$ cat src/design/cfr_pkg.sv
// Shared types and constants for the command frame receiver.
// No dependencies; each design file but cfr_checker uses its scoped names.
package cfr_pkg;

  // Configuration register indexes
  localparam logic [1:0] CFG_START_MARKER = 2'd0;
  localparam logic [1:0] CFG_OWN_BOARD_ID = 2'd1;
  localparam logic [1:0] CFG_FRAME_TIMEOUT = 2'd2;

  // Register reset values
  localparam logic [7:0]  START_MARKER_RST = 8'd170;
  localparam logic [7:0]  OWN_BOARD_ID_RST = 8'd1;
  localparam logic [15:0] FRAME_TIMEOUT_RST = 16'd100;

  // Frame geometry: bytes after the marker, and index of the checksum byte
  localparam int unsigned BODY_LEN = 5;
  localparam logic [2:0]  LAST_IDX = 3'd4;

  // One received byte with its timestamp
  typedef struct packed {
    logic [7:0]  rx_byte;
    logic [31:0] now_ms;
  } cfr_item_t;

  // One decoded frame
  typedef struct packed {
    logic [7:0] node_id;
    logic [7:0] device_addr;
    logic [7:0] command;
    logic [7:0] parameter_res;
    logic [7:0] checksum;
  } cfr_frame_t;

  // Register file contents seen by the frame logic
  typedef struct packed {
    logic [7:0]  start_marker;
    logic [7:0]  own_node_id;
    logic [15:0] frame_timeout_ms;
  } cfr_cfg_t;

endpackage

$ cat src/design/cfr_cfg_regs.sv
// Configuration register file of the command frame receiver.
// Depends on cfr_pkg for register indexes, reset values and cfr_cfg_t.
module cfr_cfg_regs (
  input  logic              clk,
  input  logic              rst_n,
  input  logic              cfg_we,
  input  logic [1:0]        cfg_index,
  input  logic [15:0]       cfg_wdata,
  output cfr_pkg::cfr_cfg_t cfg
);

  logic [7:0]  start_marker_r;
  logic [7:0]  own_node_id_r;
  logic [15:0] frame_timeout_r;

  // Write one register per transaction; unknown indexes are dropped
  always_ff @(posedge clk) begin
    if (!rst_n) begin
      start_marker_r  <= cfr_pkg::START_MARKER_RST;
      own_node_id_r   <= cfr_pkg::OWN_BOARD_ID_RST;
      frame_timeout_r <= cfr_pkg::FRAME_TIMEOUT_RST;
    end else if (cfg_we) begin
      case (cfg_index)
        cfr_pkg::CFG_START_MARKER:  start_marker_r  <= cfg_wdata[7:0];
        cfr_pkg::CFG_OWN_BOARD_ID:  own_node_id_r   <= cfg_wdata[7:0];
        cfr_pkg::CFG_FRAME_TIMEOUT: frame_timeout_r <= cfg_wdata;
        default: ;
      endcase
    end
  end

  assign cfg.start_marker     = start_marker_r;
  assign cfg.own_node_id      = own_node_id_r;
  assign cfg.frame_timeout_ms = frame_timeout_r;

endmodule

$ cat src/design/cfr_in_stage.sv
// Input register of the command frame receiver: holds one received byte.
// Depends on cfr_pkg for cfr_item_t.
module cfr_in_stage (
  input  logic               clk,
  input  logic               rst_n,
  input  logic               in_valid,
  output logic               in_stall,
  input  logic [7:0]         in_rx_byte,
  input  logic [31:0]        in_now_ms,
  input  logic               advance,
  output logic               item_valid,
  output cfr_pkg::cfr_item_t item
);

  logic               valid_r;
  logic               valid_nxt;
  cfr_pkg::cfr_item_t item_r;
  logic               load;

  // Stall only while a held item cannot move on
  assign in_stall = valid_r && !advance;
  assign load     = in_valid && !in_stall;

  always_comb begin
    valid_nxt = valid_r;
    if (load) begin
      valid_nxt = 1'b1;
    end else if (advance) begin
      valid_nxt = 1'b0;
    end
  end

  always_ff @(posedge clk) begin
    if (!rst_n) begin
      valid_r <= 1'b0;
    end else begin
      valid_r <= valid_nxt;
    end
  end

  // Capture the transaction payload
  always_ff @(posedge clk) begin
    if (load) begin
      item_r.rx_byte <= in_rx_byte;
      item_r.now_ms  <= in_now_ms;
    end
  end

  assign item_valid = valid_r;
  assign item       = item_r;

endmodule

$ cat src/design/cfr_frame_core.sv
// Frame tracking of the command frame receiver: marker search, timeout,
// byte collection and the checksum and board id test. Depends on cfr_pkg.
module cfr_frame_core (
  input  logic                clk,
  input  logic                rst_n,
  input  cfr_pkg::cfr_cfg_t   cfg,
  input  logic                step,
  input  cfr_pkg::cfr_item_t  item,
  output logic                res_valid,
  output cfr_pkg::cfr_frame_t res
);

  localparam int unsigned STORE_N = cfr_pkg::BODY_LEN - 1;

  logic             collecting_r;
  logic             collecting_nxt;
  logic [2:0]       byte_count_r;
  logic [2:0]       byte_count_nxt;
  logic [31:0]      start_time_r;
  logic [7:0]       body_r [STORE_N];
  logic [31:0]      elapsed;
  logic             timed_out;
  logic             store_byte;
  logic             frame_end;
  logic [7:0]       calc;

  // Age of the current frame, wrapping modulo 2^32
  assign elapsed   = item.now_ms - start_time_r;
  assign timed_out = elapsed > {16'd0, cfg.frame_timeout_ms};

  // Decide what this byte does
  always_comb begin
    collecting_nxt = collecting_r;
    byte_count_nxt = byte_count_r;
    store_byte     = 1'b0;
    frame_end      = 1'b0;
    if (!collecting_r) begin
      if (item.rx_byte == cfg.start_marker) begin
        collecting_nxt = 1'b1;
        byte_count_nxt = 3'd0;
      end
    end else if (timed_out || byte_count_r > cfr_pkg::LAST_IDX) begin
      collecting_nxt = 1'b0;
      byte_count_nxt = 3'd0;
    end else if (byte_count_r == cfr_pkg::LAST_IDX) begin
      frame_end      = 1'b1;
      collecting_nxt = 1'b0;
      byte_count_nxt = 3'd0;
    end else begin
      store_byte     = 1'b1;
      byte_count_nxt = byte_count_r + 3'd1;
    end
  end

  // Hold frame state
  always_ff @(posedge clk) begin
    if (!rst_n) begin
      collecting_r <= 1'b0;
      byte_count_r <= 3'd0;
      start_time_r <= 32'd0;
    end else if (step) begin
      collecting_r <= collecting_nxt;
      byte_count_r <= byte_count_nxt;
      if (!collecting_r && item.rx_byte == cfg.start_marker) begin
        start_time_r <= item.now_ms;
      end
    end
  end

  // Collect the four body bytes before the checksum
  always_ff @(posedge clk) begin
    if (step && store_byte) begin
      body_r[byte_count_r[1:0]] <= item.rx_byte;
    end
  end

  // Check the completed frame; the checksum is the byte now arriving
  assign calc      = body_r[0] ^ body_r[1] ^ body_r[2] ^ body_r[3];
  assign res_valid = step && frame_end && item.rx_byte == calc
                     && body_r[0] == cfg.own_node_id;

  assign res.node_id       = body_r[0];
  assign res.device_addr   = body_r[1];
  assign res.command       = body_r[2];
  assign res.parameter_res = body_r[3];
  assign res.checksum      = item.rx_byte;

endmodule

$ cat src/design/cfr_out_stage.sv
// Result register of the command frame receiver: holds one decoded frame
// until the consumer takes it. Depends on cfr_pkg for cfr_frame_t.
module cfr_out_stage (
  input  logic                clk,
  input  logic                rst_n,
  input  logic                res_valid,
  input  cfr_pkg::cfr_frame_t res,
  output logic                ready,
  output logic                out_valid,
  input  logic                out_stall,
  output logic [7:0]          out_node_id,
  output logic [7:0]          out_device_addr,
  output logic [7:0]          out_command,
  output logic [7:0]          out_parameter_res,
  output logic [7:0]          out_checksum
);

  logic                valid_r;
  logic                valid_nxt;
  cfr_pkg::cfr_frame_t frame_r;
  logic                load;

  // Free once empty or while the held transaction is being taken
  assign ready = !valid_r || !out_stall;
  assign load  = ready && res_valid;

  always_comb begin
    valid_nxt = valid_r;
    if (load) begin
      valid_nxt = 1'b1;
    end else if (valid_r && !out_stall) begin
      valid_nxt = 1'b0;
    end
  end

  always_ff @(posedge clk) begin
    if (!rst_n) begin
      valid_r <= 1'b0;
    end else begin
      valid_r <= valid_nxt;
    end
  end

  always_ff @(posedge clk) begin
    if (load) begin
      frame_r <= res;
    end
  end

  assign out_valid         = valid_r;
  assign out_node_id       = frame_r.node_id;
  assign out_device_addr   = frame_r.device_addr;
  assign out_command       = frame_r.command;
  assign out_parameter_res = frame_r.parameter_res;
  assign out_checksum      = frame_r.checksum;

endmodule

$ cat src/design/command_frame_receiver.sv
// Command frame receiver: top level joining the register file, input
// register, frame logic and result register. Depends on cfr_pkg and submodules.
//
// Takes one received byte per transaction, each with a millisecond timestamp,
// and delivers one result per well-formed frame for its own board id: start
// marker, board id, address, command, parameter and an XOR checksum of the
// four. One byte is accepted every clock cycle while the result side keeps
// up; each checksum byte is held in the input register and passes a single
// pass of frame logic, and its result is offered from the result register.
// A frame whose bytes arrive later than frame_timeout_ms after the marker is
// abandoned, and the late byte is discarded even if it equals the marker.
// Write the configuration registers (0 start marker, 1 own board id,
// 2 timeout) only when no transaction is in flight; there is no start-up
// clearing pass.
module command_frame_receiver (
  input  logic        clk,
  input  logic        rst_n,
  input  logic        cfg_we,
  input  logic [1:0]  cfg_index,
  input  logic [15:0] cfg_wdata,
  input  logic        in_valid,
  output logic        in_stall,
  input  logic [7:0]  in_rx_byte,
  input  logic [31:0] in_now_ms,
  output logic        out_valid,
  input  logic        out_stall,
  output logic [7:0]  out_node_id,
  output logic [7:0]  out_device_addr,
  output logic [7:0]  out_command,
  output logic [7:0]  out_parameter_res,
  output logic [7:0]  out_checksum
);

  cfr_pkg::cfr_cfg_t   cfg;
  cfr_pkg::cfr_item_t  item;
  cfr_pkg::cfr_frame_t res;
  logic                item_valid;
  logic                ready;
  logic                step;
  logic                res_valid;

  // Process the held byte whenever the result register can take its outcome
  assign step = item_valid && ready;

  cfr_cfg_regs u_cfg (
    .clk       (clk),
    .rst_n     (rst_n),
    .cfg_we    (cfg_we),
    .cfg_index (cfg_index),
    .cfg_wdata (cfg_wdata),
    .cfg       (cfg)
  );

  cfr_in_stage u_in (
    .clk        (clk),
    .rst_n      (rst_n),
    .in_valid   (in_valid),
    .in_stall   (in_stall),
    .in_rx_byte (in_rx_byte),
    .in_now_ms  (in_now_ms),
    .advance    (ready),
    .item_valid (item_valid),
    .item       (item)
  );

  cfr_frame_core u_core (
    .clk       (clk),
    .rst_n     (rst_n),
    .cfg       (cfg),
    .step      (step),
    .item      (item),
    .res_valid (res_valid),
    .res       (res)
  );

  cfr_out_stage u_out (
    .clk               (clk),
    .rst_n             (rst_n),
    .res_valid         (res_valid),
    .res               (res),
    .ready             (ready),
    .out_valid         (out_valid),
    .out_stall         (out_stall),
    .out_node_id       (out_node_id),
    .out_device_addr   (out_device_addr),
    .out_command       (out_command),
    .out_parameter_res (out_parameter_res),
    .out_checksum      (out_checksum)
  );

endmodule

$ cat config.mk
export PLATFORM = sky130hd
export DESIGN_NAME = command_frame_receiver
export DESIGN_NICKNAME = d
export VERILOG_FILES = /design/src/design/cfr_pkg.sv /design/src/design/cfr_cfg_regs.sv /design/src/design/cfr_in_stage.sv /design/src/design/cfr_frame_core.sv /design/src/design/cfr_out_stage.sv /design/src/design/command_frame_receiver.sv
export SDC_FILE = /design/constraint.sdc
export NUM_CORES = 1
export LEC_CHECK = 0
export BUFFER_PORTS_ARGS = -buffer_cell sky130_fd_sc_hd__buf_2
export CORE_MARGIN = 1.5
export CORE_UTILIZATION = 45
export CTS_CLUSTER_DIAMETER = 200
export DETAILED_ROUTE_END_ITERATION = 8
export HOLD_SLACK_MARGIN = 0.08
export PLACE_DENSITY_LB_ADDON = 0.12
export SETUP_SLACK_MARGIN = 0.05
export SYNTH_ARGS = -nofsm -noshare
export SYNTH_HDL_FRONTEND = slang
export SYNTH_SLANG_ARGS = --single-unit
export TNS_END_PERCENT = 30
$ cat constraint.sdc
create_clock -name clk -period 8.75 [get_ports clk]
set_input_delay 0.875 -clock clk [delete_from_list [all_inputs] [get_ports clk]]
set_output_delay 0.875 -clock clk [all_outputs]
set_load 0.1 [all_outputs]
After elaboration in Yosys (flattened, before gate mapping)
Memories as Yosys holds them, arrays and structs flattened. Index checks and enable logic that the tools add are counted.

Memories: 1. Word-level logic and storage cells: 73. Memory bits (writable): 32. Register bits after elaboration: 150.

Equal/unequal tests: 6. Muxes and demuxes: 18. Reduce and logical (&&, ||, !) cells: 26. $lt $le $gt $ge: 2. Bitwise operators: 3. $add $sub $neg: 2.

Memories: u_core.body_r (depth 4, width 8, rd ports 4, clocked after Yosys merged registers in 0, write ports 1, line cfr_frame_core.sv:20) `logic [7:0] body_r [STORE_N];`.

Operators by type and width (number): 32-bit by 16-bit > comparator with 1-bit output (1); 32-bit subtractor (1); 8-bit equality test (3); 8-bit bitwise XOR (3); 1-bit two-way mux (14); 3-bit two-way mux (4); 1-bit logical AND (10); 2-bit AND reduction (5); 2-bit nonzero test (3); 1-bit logical NOT (5); 3-bit by 1-bit adder with 3-bit output, second input constant (1); 3-bit equality test, second input constant (1); 3-bit > comparator, second input constant (1); 2-bit by 1-bit equality test with 1-bit output, second input constant (1); 2-bit equality test, second input constant (1); 2-bit logical NOT (1); 1-bit logical OR (2).

Logic depth before layout (Yosys ltp)
Gate-level depths: netlist (run 1).

Depth in word-level cells: 10. Mapped depth: 21. Depth with buffers taken out: 21.

Cells and area by module
A second synthesis (run 1) with hierarchy kept.

Cells, all modules: 891. Area total of the unflattened synthesis: 9400.3 um^2.

Modules (own cells, without submodules): cfr_frame_core (cells an instance 667, times used 1, area each 5575.3 um^2, seq. area each 1681.6 um^2); cfr_cfg_regs (cells an instance 134, times used 1, area each 1327.5 um^2, seq. area each 640.6 um^2); cfr_in_stage (cells an instance 44, times used 1, area each 1248.7 um^2, seq. area each 1221.2 um^2); cfr_out_stage (cells an instance 45, times used 1, area each 1242.4 um^2, seq. area each 1221.2 um^2); command_frame_receiver (cells an instance 1, times used 1, area each 6.3 um^2, seq. area each 0.0 um^2).

Worst setup path after synthesis (run 1)
No wires, ideal clock.

Kind: register -> register. Start point: reg u_in.item_r (netlist bit u_in.item[0]). End point: reg u_out.frame_r (netlist bit u_out.out_checksum[0]) (enable). Clock period less this slack: 7382 ps. Cell stages (with the launch flop): 21. Arrival: 6893 ps. Setup slack: 1368 ps. Data required time: 8261 ps. Path buffers: 0. Cells stage by stage: edfxtp_1 inv_1 ha_1 fa_1 nand2b_1 a21oi_1 nor2_1 o21ai_0 a21o_1 a21oi_1 xnor2_1 ha_1 nand4_1 or4_4 nor3_2 a31oi_1 a2111oi_2 nand4_1 nor4_2 nand4_2 nor3_1.

Longest elaborated chain between the ends: 9.

Ends and longest elaborated chain: from (decl) (line cfr_in_stage.sv:17) `cfr_pkg::cfr_item_t item_r;`; 32-bit subtractor (line cfr_frame_core.sv:28) `assign elapsed = item.now_ms - start_time_r;`; 32-bit by 16-bit > comparator with 1-bit output (line cfr_frame_core.sv:29) `assign timed_out = elapsed > {16'd0, cfg.frame_timeout_ms};`; 1-bit logical OR (line cfr_frame_core.sv:42) `end else if (timed_out || byte_count_r > cfr_pkg::LAST_IDX) begin`; 1-bit two-way mux (line cfr_frame_core.sv:42); 1-bit two-way mux (line cfr_frame_core.sv:37) `if (!collecting_r) begin`; 1-bit logical AND (2 in series) (line cfr_frame_core.sv:79) `assign res_valid = step && frame_end && item.rx_byte == calc`; 1-bit logical AND (line cfr_frame_core.sv:80) `&& body_r[0] == cfg.own_node_id;`; 1-bit logical AND (line cfr_out_stage.sv:25) `assign load = ready && res_valid;`; named net u_out.load (line cfr_out_stage.sv:21) `logic load;`; to (signal assigned) (line cfr_out_stage.sv:46) `frame_r <= res;`; to (decl) (line cfr_out_stage.sv:20) `cfr_pkg::cfr_frame_t frame_r;`.

The timed path passes the listed nets, and every way through them passes these cells. A chain may end at the register's enable or synchronous reset.

Final worst setup path (run 1)
Start point: reg u_in.item_r (netlist bit u_in.item[0]). End point: mem u_core.body_r[2][2] (enable).

Longest elaborated chain between the ends: 8.

Ends and longest elaborated chain: 32-bit subtractor (line cfr_frame_core.sv:28); 32-bit by 16-bit > comparator with 1-bit output (line cfr_frame_core.sv:29); 1-bit logical OR (line cfr_frame_core.sv:42); 1-bit two-way mux (line cfr_frame_core.sv:42); 1-bit two-way mux (line cfr_frame_core.sv:37); 1-bit logical AND (line cfr_frame_core.sv:72) `if (step && store_byte) begin`; 1-bit two-way mux (line cfr_frame_core.sv:72); 1-bit two-way mux (implied by the code) (line cfr_frame_core.sv:73) `body_r[byte_count_r[1:0]] <= item.rx_byte;`; to (decl) (line cfr_frame_core.sv:20).

Every way passes these cells.

==> results.py, run 1 <==
metrics = {
    "logic_synthesis": {
        "synthCells": 824,
        "synth_area_um2": 8880,
        "yosysUniqueCellTypes": 60,
        "synth_edf_count": 112,
        "ys_top_cells_by_area": "edfxtp_1, dfxtp_1, ha_1, nand2_1, a21boi_0",
        "syn-num-nets": 939,
        "ys_seq_elements": 182,
        "synth_warnings": 0,
        "synth_area_per_cell_um2": 10.8,
        "async_reset_ff_share_pct": 0,
        "yosysTopAreaCell": "edfxtp_1",
        "synth-main-ff-cell": "edfxtp_1",
        "ys_seq_area_share_pct": 53.7,
        "synth_top_area_share_pct": 37.9,
    },
    "cells_and_area": {
        "areaGrowthSynthToFinish_pct": 15.9,
        "diodes": 0,
        "fin_cells": 1205,
        "nets": 1042,
        "final_cell_mix": "nand2_1, edfxtp_1, buf_2, dfxtp_1, inv_1",
        "mostFrequentLayoutCell": "nand2_1",
        "drive_gt1_share_pct": 16.6,
    },
    "sta": {
        "fin_tns_setup_ps": 0,
        "worst_pin_slew_ps": 805,
        "fmax_mhz": 182,
        "fin_crit_sh_pct": 62.8,
        "drv_slew": 0,
        "relSlewSlack_pct": 46.2,
        "setup_viol_count_final": 0,
        "layout_min_cycle_time_ps": 5490,
        "rsz0062_at_grt": "false",
        "final-hold-violation-count": 0,
        "finClkSkew_ps": 11.2,
    },
    "worst_setup_path": {
        "crit_required_ps": 8840,
        "cp_max_fo": 8,
        "worstReg2RegStart": "u_in.item[0]",
        "critPathKind": "flop to flop",
        "rrSetupSlack_ps": 3260,
        "worstRegToRegCells": 21,
        "arrival_ps": 5580,
        "start_kind": "flop",
        "startpoint": "u_in.item[0]",
        "end_kind": "flop",
        "reg2reg_to": "u_core.body_r[2][2]",
    },
    "grt": {
        "grt_pass1_wl_mm": 30.0,
        "grt_max_degree": 72,
        "antenna_found_initial": 0,
        "grt.overflow.total": 0,
        "grt_usage_pct": 19.0,
        "grt_pass1_vias": 5819,
    },
    "clock_tree": {
        "cts_sinks": 182,
        "path_clk_slew_ps": 80,
        "cts_buffer_depth": 2,
        "cts_made_buffers": 17,
        "post_cts_buffers": 0,
        "cts-hold-fix-buffers": 0,
        "cts-root-buf": "clkbuf_16",
        "cts_resized": 0,
        "clk-insertion-delay-late_ps": 440,
        "cts_tree": "built",
        "h-tree-depth": 4,
    },
    "route": {
        "drt_wl_total_mm": 18.5,
        "ant_nets": 0,
        "wire_per_inst_um": 15.4,
        "firstDrtPassIters": 5,
        "vias": 6115,
        "via_per_inst": 5.07,
        "drc_errors": 0,
        "drt_iter0_markers": 278,
    },
    "place": {
        "port_buffers": 104,
        "hpwl_mm": 13.6,
        "routabilityCongestion": 0.904,
        "placedCellCount": 1173,
    },
    "power_and_ir_drop": {
        "power_density_nw_per_um2": 189,
        "vdd_drop_max_mv": 0.147,
        "p_leak_nw": 3.74,
    },
    "hold_path": {
        "hold-path-endpoint": "u_core.start_time_r[10]",
        "whs_path_depth": 2,
        "hold_path.startpoint": "u_core.start_time_r[10]",
        "hp-class": "flop to flop",
    },
    "floorplanning": {
        "fp.dieH_um": 143,
        "top_level_ports": 105,
        "die-area_um2": 20600,
        "coreArea_um2": 19400,
        "start_util_pct": 45.8,
        "rows": 51,
        "dieWidth_um": 143,
    },
    "run": {
        "maxCapViolCount": 0,
    },
    "run_status": {
        "status": "complete, no violations",
    },
}
## per-layer routing
metal	global-route usage, %	share of wire (%)	vias to the layer above
li1	-	-	3105
met1	24.6	46	2837
met2	32.4	48	152
met3	3.03	3.8	21
met4	6.18	1.5	0
met5	0	0	-
## cells by family (layout without fill, tap and decap cells)
kind of cell | count (synthesis) | count (layout) | synth area share (%)
AOI/OAI and AO/OA | 174 | 174 | 13.1
xor gates and xnor gates | 72 | 72 | 7.10
adders and majority gates | 52 | 52 | 7.41
buffers and inverters | 78 | 194 | 3.38
DFF | 182 | 182 | 53.7
muxes | 18 | 18 | 2.03
and+or+nand+nor | 248 | 248 | 13.3
## sequential cells by signal, indices dropped and copies added, names as in the netlist
name                     count
u_in.item_valid              1
u_out.out_node_id            8
u_out.out_device_addr        8
u_cfg.frame_timeout_r       16
u_core.body_r               32
u_out.out_parameter_res      8
u_in.item                   40
u_out.out_checksum           8
u_out.out_command            8
u_cfg.own_node_id_r          8
u_out.out_valid              1
u_core.byte_count_r          3
u_cfg.start_marker_r         8
u_core.collecting_r          1
u_core.start_time_r         32
## per-stage QoR
step / area (um^2) / utilization, % / power (mW) / hold WS (ps) / worst slack, ps
3_3_place_gp: 9680 / 49.9 / 1.18 / 450 / 3350
6_report: 10300 / 53.1 / 1.94 / 464 / 3260
3_5_place_dp: 9680 / 49.9 / 1.18 / 457 / 3230
5_1_grt: 10300 / 53.1 / 2.02 / 474 / 2730
4_1_cts: 10300 / 53.1 / 1.96 / 467 / 3220
2_1_floorplan: 8880 / - / 1.11 / 441 / 1370
## synth_stat cells, drive strengths merged (3+ instances only)
master,n
nor3,6
a21o,7
a31oi,4
a211oi,7
and3,3
nand3b,3
ha,51
nand3,14
nand4,12
dfxtp,70
nor2b,17
o21ai,29
inv,54
o21a,9
nor2,24
xor2,31
clkbuf,20
nor4,6
xnor2,41
edfxtp,112
and2,8
buf,4
o31ai,3
or3,3
nand2,137
nor3b,3
a21oi,44
o211ai,5
a21boi,48
nand2b,8
mux2i,18
## area by class of cell
class                   count  area (um^2)
clock buffers              17          425
clock inverters            15          185
fillers                  1792         9110
inverters                  54          203
multi-input cells         564         3830
flip-flops and latches    182         4760
well taps                 265          332
repair buffers            108          551
## worst max-delay path by stage
stage	depth (start not counted)	slack, ps	end
2_1_floorplan	20	1370	u_out.out_checksum[0]
3_3_place_gp	21	3350	u_core.body_r[2][3]
3_5_place_dp	21	3230	u_core.body_r[1][2]
4_1_cts	21	3220	u_core.body_r[1][5]
5_1_grt	21	2730	u_core.body_r[1][3]
6_report	21	3260	u_core.body_r[2][2]
## where the power goes
group / internal (mW) / total (mW) / switching [mW]
Combinational: 0.0896 / 0.210 / 0.120
Clock: 0.411 / 0.783 / 0.372
Sequential: 0.930 / 0.949 / 0.0191
Total: 1.43 / 1.94 / 0.512
## worst max-delay path, cell delays in order, from the launching register on
cell and delay [ps]:
edfxtp_1 340, inv_1 50, ha_1 240, fa_1 410, nand2b_1 180, a21oi_1 270
nor2_1 120, o21ai_0 280, a21o_1 170, a21oi_1 70, xnor2_1 140, ha_1 290
nand4_1 120, or4_4 540, nor3_2 180, a31oi_1 80, a2111oi_2 290, nand4_1 150
nor4_2 300, nand4_2 190, nor3_4 310, and2_1 430
No activity file was read; power rests on OpenSTA's default activity.
==> run 2, diff against run 1 <==
--- a/config.mk
+++ b/config.mk
@@ -5,6 +5,7 @@
 export SDC_FILE = /design/constraint.sdc
 export NUM_CORES = 1
 export LEC_CHECK = 0
+export ABC_AREA = 1
 export BUFFER_PORTS_ARGS = -buffer_cell sky130_fd_sc_hd__buf_2
 export CORE_MARGIN = 1.5
 export CORE_UTILIZATION = 45
==> constraint.sdc (replaced) <==
create_clock -name clk -period 5.2 [get_ports clk]
set_input_delay 0.52 -clock clk [delete_from_list [all_inputs] [get_ports clk]]
set_output_delay 0.52 -clock clk [all_outputs]
set_load 0.1 [all_outputs]
==> results.py, run 2 <==
metrics = {
    "clock_tree": {
        "cts_resized": 0,
        "cts_made_buffers": 17,
        "post_cts_buffers": 0,
        "cts_sinks": 182,
        "cts-hold-fix-buffers": 0,
        "path_clk_slew_ps": 80,
        "cts-root-buf": "clkbuf_16",
        "cts_tree": "built",
        "cts_buffer_depth": 2,
        "clk-insertion-delay-late_ps": 430,
        "h-tree-depth": 4,
    },
    "worst_setup_path": {
        "start_kind": "flop",
        "cp_num_buf_inv": 2,
        "rrSetupSlack_ps": 1070,
        "max_stage_delay_ps": 600,
        "crit_top_cell": "nand2_1",
        "crit_required_ps": 5260,
        "end_kind": "flop",
        "crit_chain": "inv_1 > ha_1 > fa_1 > inv_1 > nand2_1 > a21oi_1 > nand2_1 > nand3_2 > xor2_1 > ha_1 > nand2_1 > nor3_1 > nand3_1 > nand2_1 > nand2_1 > nor2_1 > nand2_1 > nor2_2 > nand2_2 > nor2_4 > nand3_2 > nor2_1",
        "arrival_ps": 4200,
        "crit_family": "simple AND/OR/NAND/NOR gates",
        "cp_max_fo": 8,
        "cp_slowest_cell": "nor2_1",
        "critPathKind": "flop to flop",
    },
    "place": {
        "routabilityCongestion": 0.897,
        "dpl_worst_slack_ps": 1060,
        "port_buffers": 104,
        "hpwl_mm": 16.4,
        "place_area_um2": 10300,
    },
    "route": {
        "ant_nets": 0,
        "drt_iter0_markers": 372,
        "vias": 7214,
        "drt_wl_total_mm": 20.9,
        "wire_per_inst_um": 13.7,
        "via_per_inst": 4.75,
        "drc_errors": 0,
        "firstDrtPassIters": 5,
    },
    "run_status": {
        "status": "complete, no violations",
    },
    "sta": {
        "layout_min_cycle_time_ps": 4130,
        "worst_pin_slew_ps": 998,
        "final-hold-violation-count": 0,
        "hold_ws_ps": 256,
        "relSlewSlack_pct": 33.4,
        "fmax_mhz": 242,
        "fin_crit_sh_pct": 79.5,
        "rsz0062_at_grt": "false",
        "drv_slew": 0,
        "finClkSkew_ps": 12.0,
        "fin_tns_setup_ps": 0,
        "fin_ws_ps": 1070,
        "setup_viol_count_final": 0,
    },
    "floorplanning": {
        "fp.dieH_um": 148,
        "rows": 52,
        "dieWidth_um": 148,
        "top_level_ports": 105,
        "start_util_pct": 46.4,
        "die-area_um2": 22000,
        "coreArea_um2": 20400,
    },
    "grt": {
        "grt_usage_pct": 19.7,
        "grt_pass1_wl_mm": 33.8,
        "antenna_found_initial": 0,
        "grt_max_degree": 67,
        "grt_pass1_vias": 6795,
        "grt.overflow.total": 0,
    },
    "logic_synthesis": {
        "synthCells": 1124,
        "syn-num-nets": 1239,
        "yosysUniqueCellTypes": 36,
        "synth_area_um2": 9490,
        "synth_top_family_by_area": "simple AND/OR/NAND/NOR gates",
        "post_synth_and_or_nand_nor_area_fraction_pct": 20.6,
        "synth_mux_area_share_pct": 0,
        "synth_warnings": 0,
        "synthTopCellsByCount": "nand2_1, inv_1, edfxtp_1",
        "async_reset_ff_share_pct": 0,
        "synth_xor_area_share_pct": 4.34,
        "synth_edf_count": 112,
        "synth_top_area_share_pct": 35.5,
        "synthAdderAreaFrac_pct": 6.94,
        "synth-compound-area-share_pct": 8.75,
        "synth_area_per_cell_um2": 8.44,
        "synthMostInstantiatedCell": "nand2_1",
        "ys_top_cells_by_area": "edfxtp_1, dfxtp_1, nand2_1, inv_1, ha_1",
        "ys_seq_elements": 182,
        "ys_seq_area_share_pct": 50.2,
        "synth-main-ff-cell": "edfxtp_1",
        "yosysTopAreaCell": "edfxtp_1",
    },
    "cells_and_area": {
        "largest_reg_flops": 40,
        "n_fill_cell": 1958,
        "mostFrequentLayoutCell": "nand2_1",
        "drive_gt1_share_pct": 14.5,
        "diodes": 0,
        "final_cell_mix": "nand2_1, inv_1, edfxtp_1, buf_2",
        "areaGrowthSynthToFinish_pct": 15.2,
        "nets": 1350,
        "fin_area_um2": 10900,
    },
    "run": {
        "maxCapViolCount": 0,
    },
    "power_and_ir_drop": {
        "vdd_drop_max_mv": 0.275,
        "power_density_nw_per_um2": 307,
        "p_leak_nw": 4.94,
    },
    "hold_path": {
        "hp-class": "input port to flop",
    },
}
==> run 2: cell types whose count changed after synthesis, moves of 12 or more <==
| cell | change |
|---|---|
| inv_1 | +150 |
| nand2_1 | +145 |
| nor2_1 | +52 |
| a21boi_0 | -48 |
| o21ai_0 | +33 |
| a21oi_1 | +32 |
| nand3_1 | +26 |
| mux2i_1 | -18 |
| nor2b_1 | -16 |
| xnor2_1 | -15 |
| nand2_2 | +12 |
==> run 2: routing by layer <==
layer | part of all wire, % | GRT usage, %
met3 | 2.9 | 2.85
met4 | 1.9 | 6.29
met5 | 0 | 0
met2 | 49 | 34.9
met1 | 46 | 24.9
==> run 2: cell families (layout without fill, tap and decap cells) <==
logic type / after synthesis / in the layout
compound gates: 156 / 156
simple gates: 457 / 457
flops: 182 / 182
buf+inv: 230 / 354
xor+xnor: 47 / 47
fa+ha+maj: 52 / 52
==> run 2: through the flow <==
stage	utilization, %	std cells	total power [mW]
2_1_floorplan	-	1124	1.95
3_3_place_gp	50.5	1486	2.07
3_5_place_dp	50.5	1486	2.08
5_1_grt	53.5	1518	3.52
4_1_cts	53.5	1518	3.38
6_report	53.5	1518	3.36
==> run 2: final cells by class <==
class | count | area, um^2 | area share [%]
clock buffers | 18 | 439 | 4.02
clock inverters | 14 | 168 | 1.53
inverters | 214 | 803 | 7.35
multi-input cells | 712 | 3860 | 35.4
flip-flops and latches | 182 | 4760 | 43.6
well taps | 270 | 338 | 3.09
repair buffers | 108 | 551 | 5.04
==> run 2: path summary, 6_finish.rpt <==
| path | from | end | cells after the start |
|---|---|---|---|
| min | in_now_ms[5] | u_in.item[5] | 1 |
| max reg2reg | u_in.item[0] | u_core.body_r[2][5] | 22 |
| max | u_in.item[0] | u_core.body_r[2][5] | 22 |
| min reg2reg | u_core.start_time_r[9] | u_core.start_time_r[9] | 2 |
==> run 2: power by group <==
| group | switching [mW] | internal [mW] |
|---|---|---|
| logic | 0.280 | 0.165 |
| clock network | 0.646 | 0.667 |
| registers | 0.0296 | 1.57 |
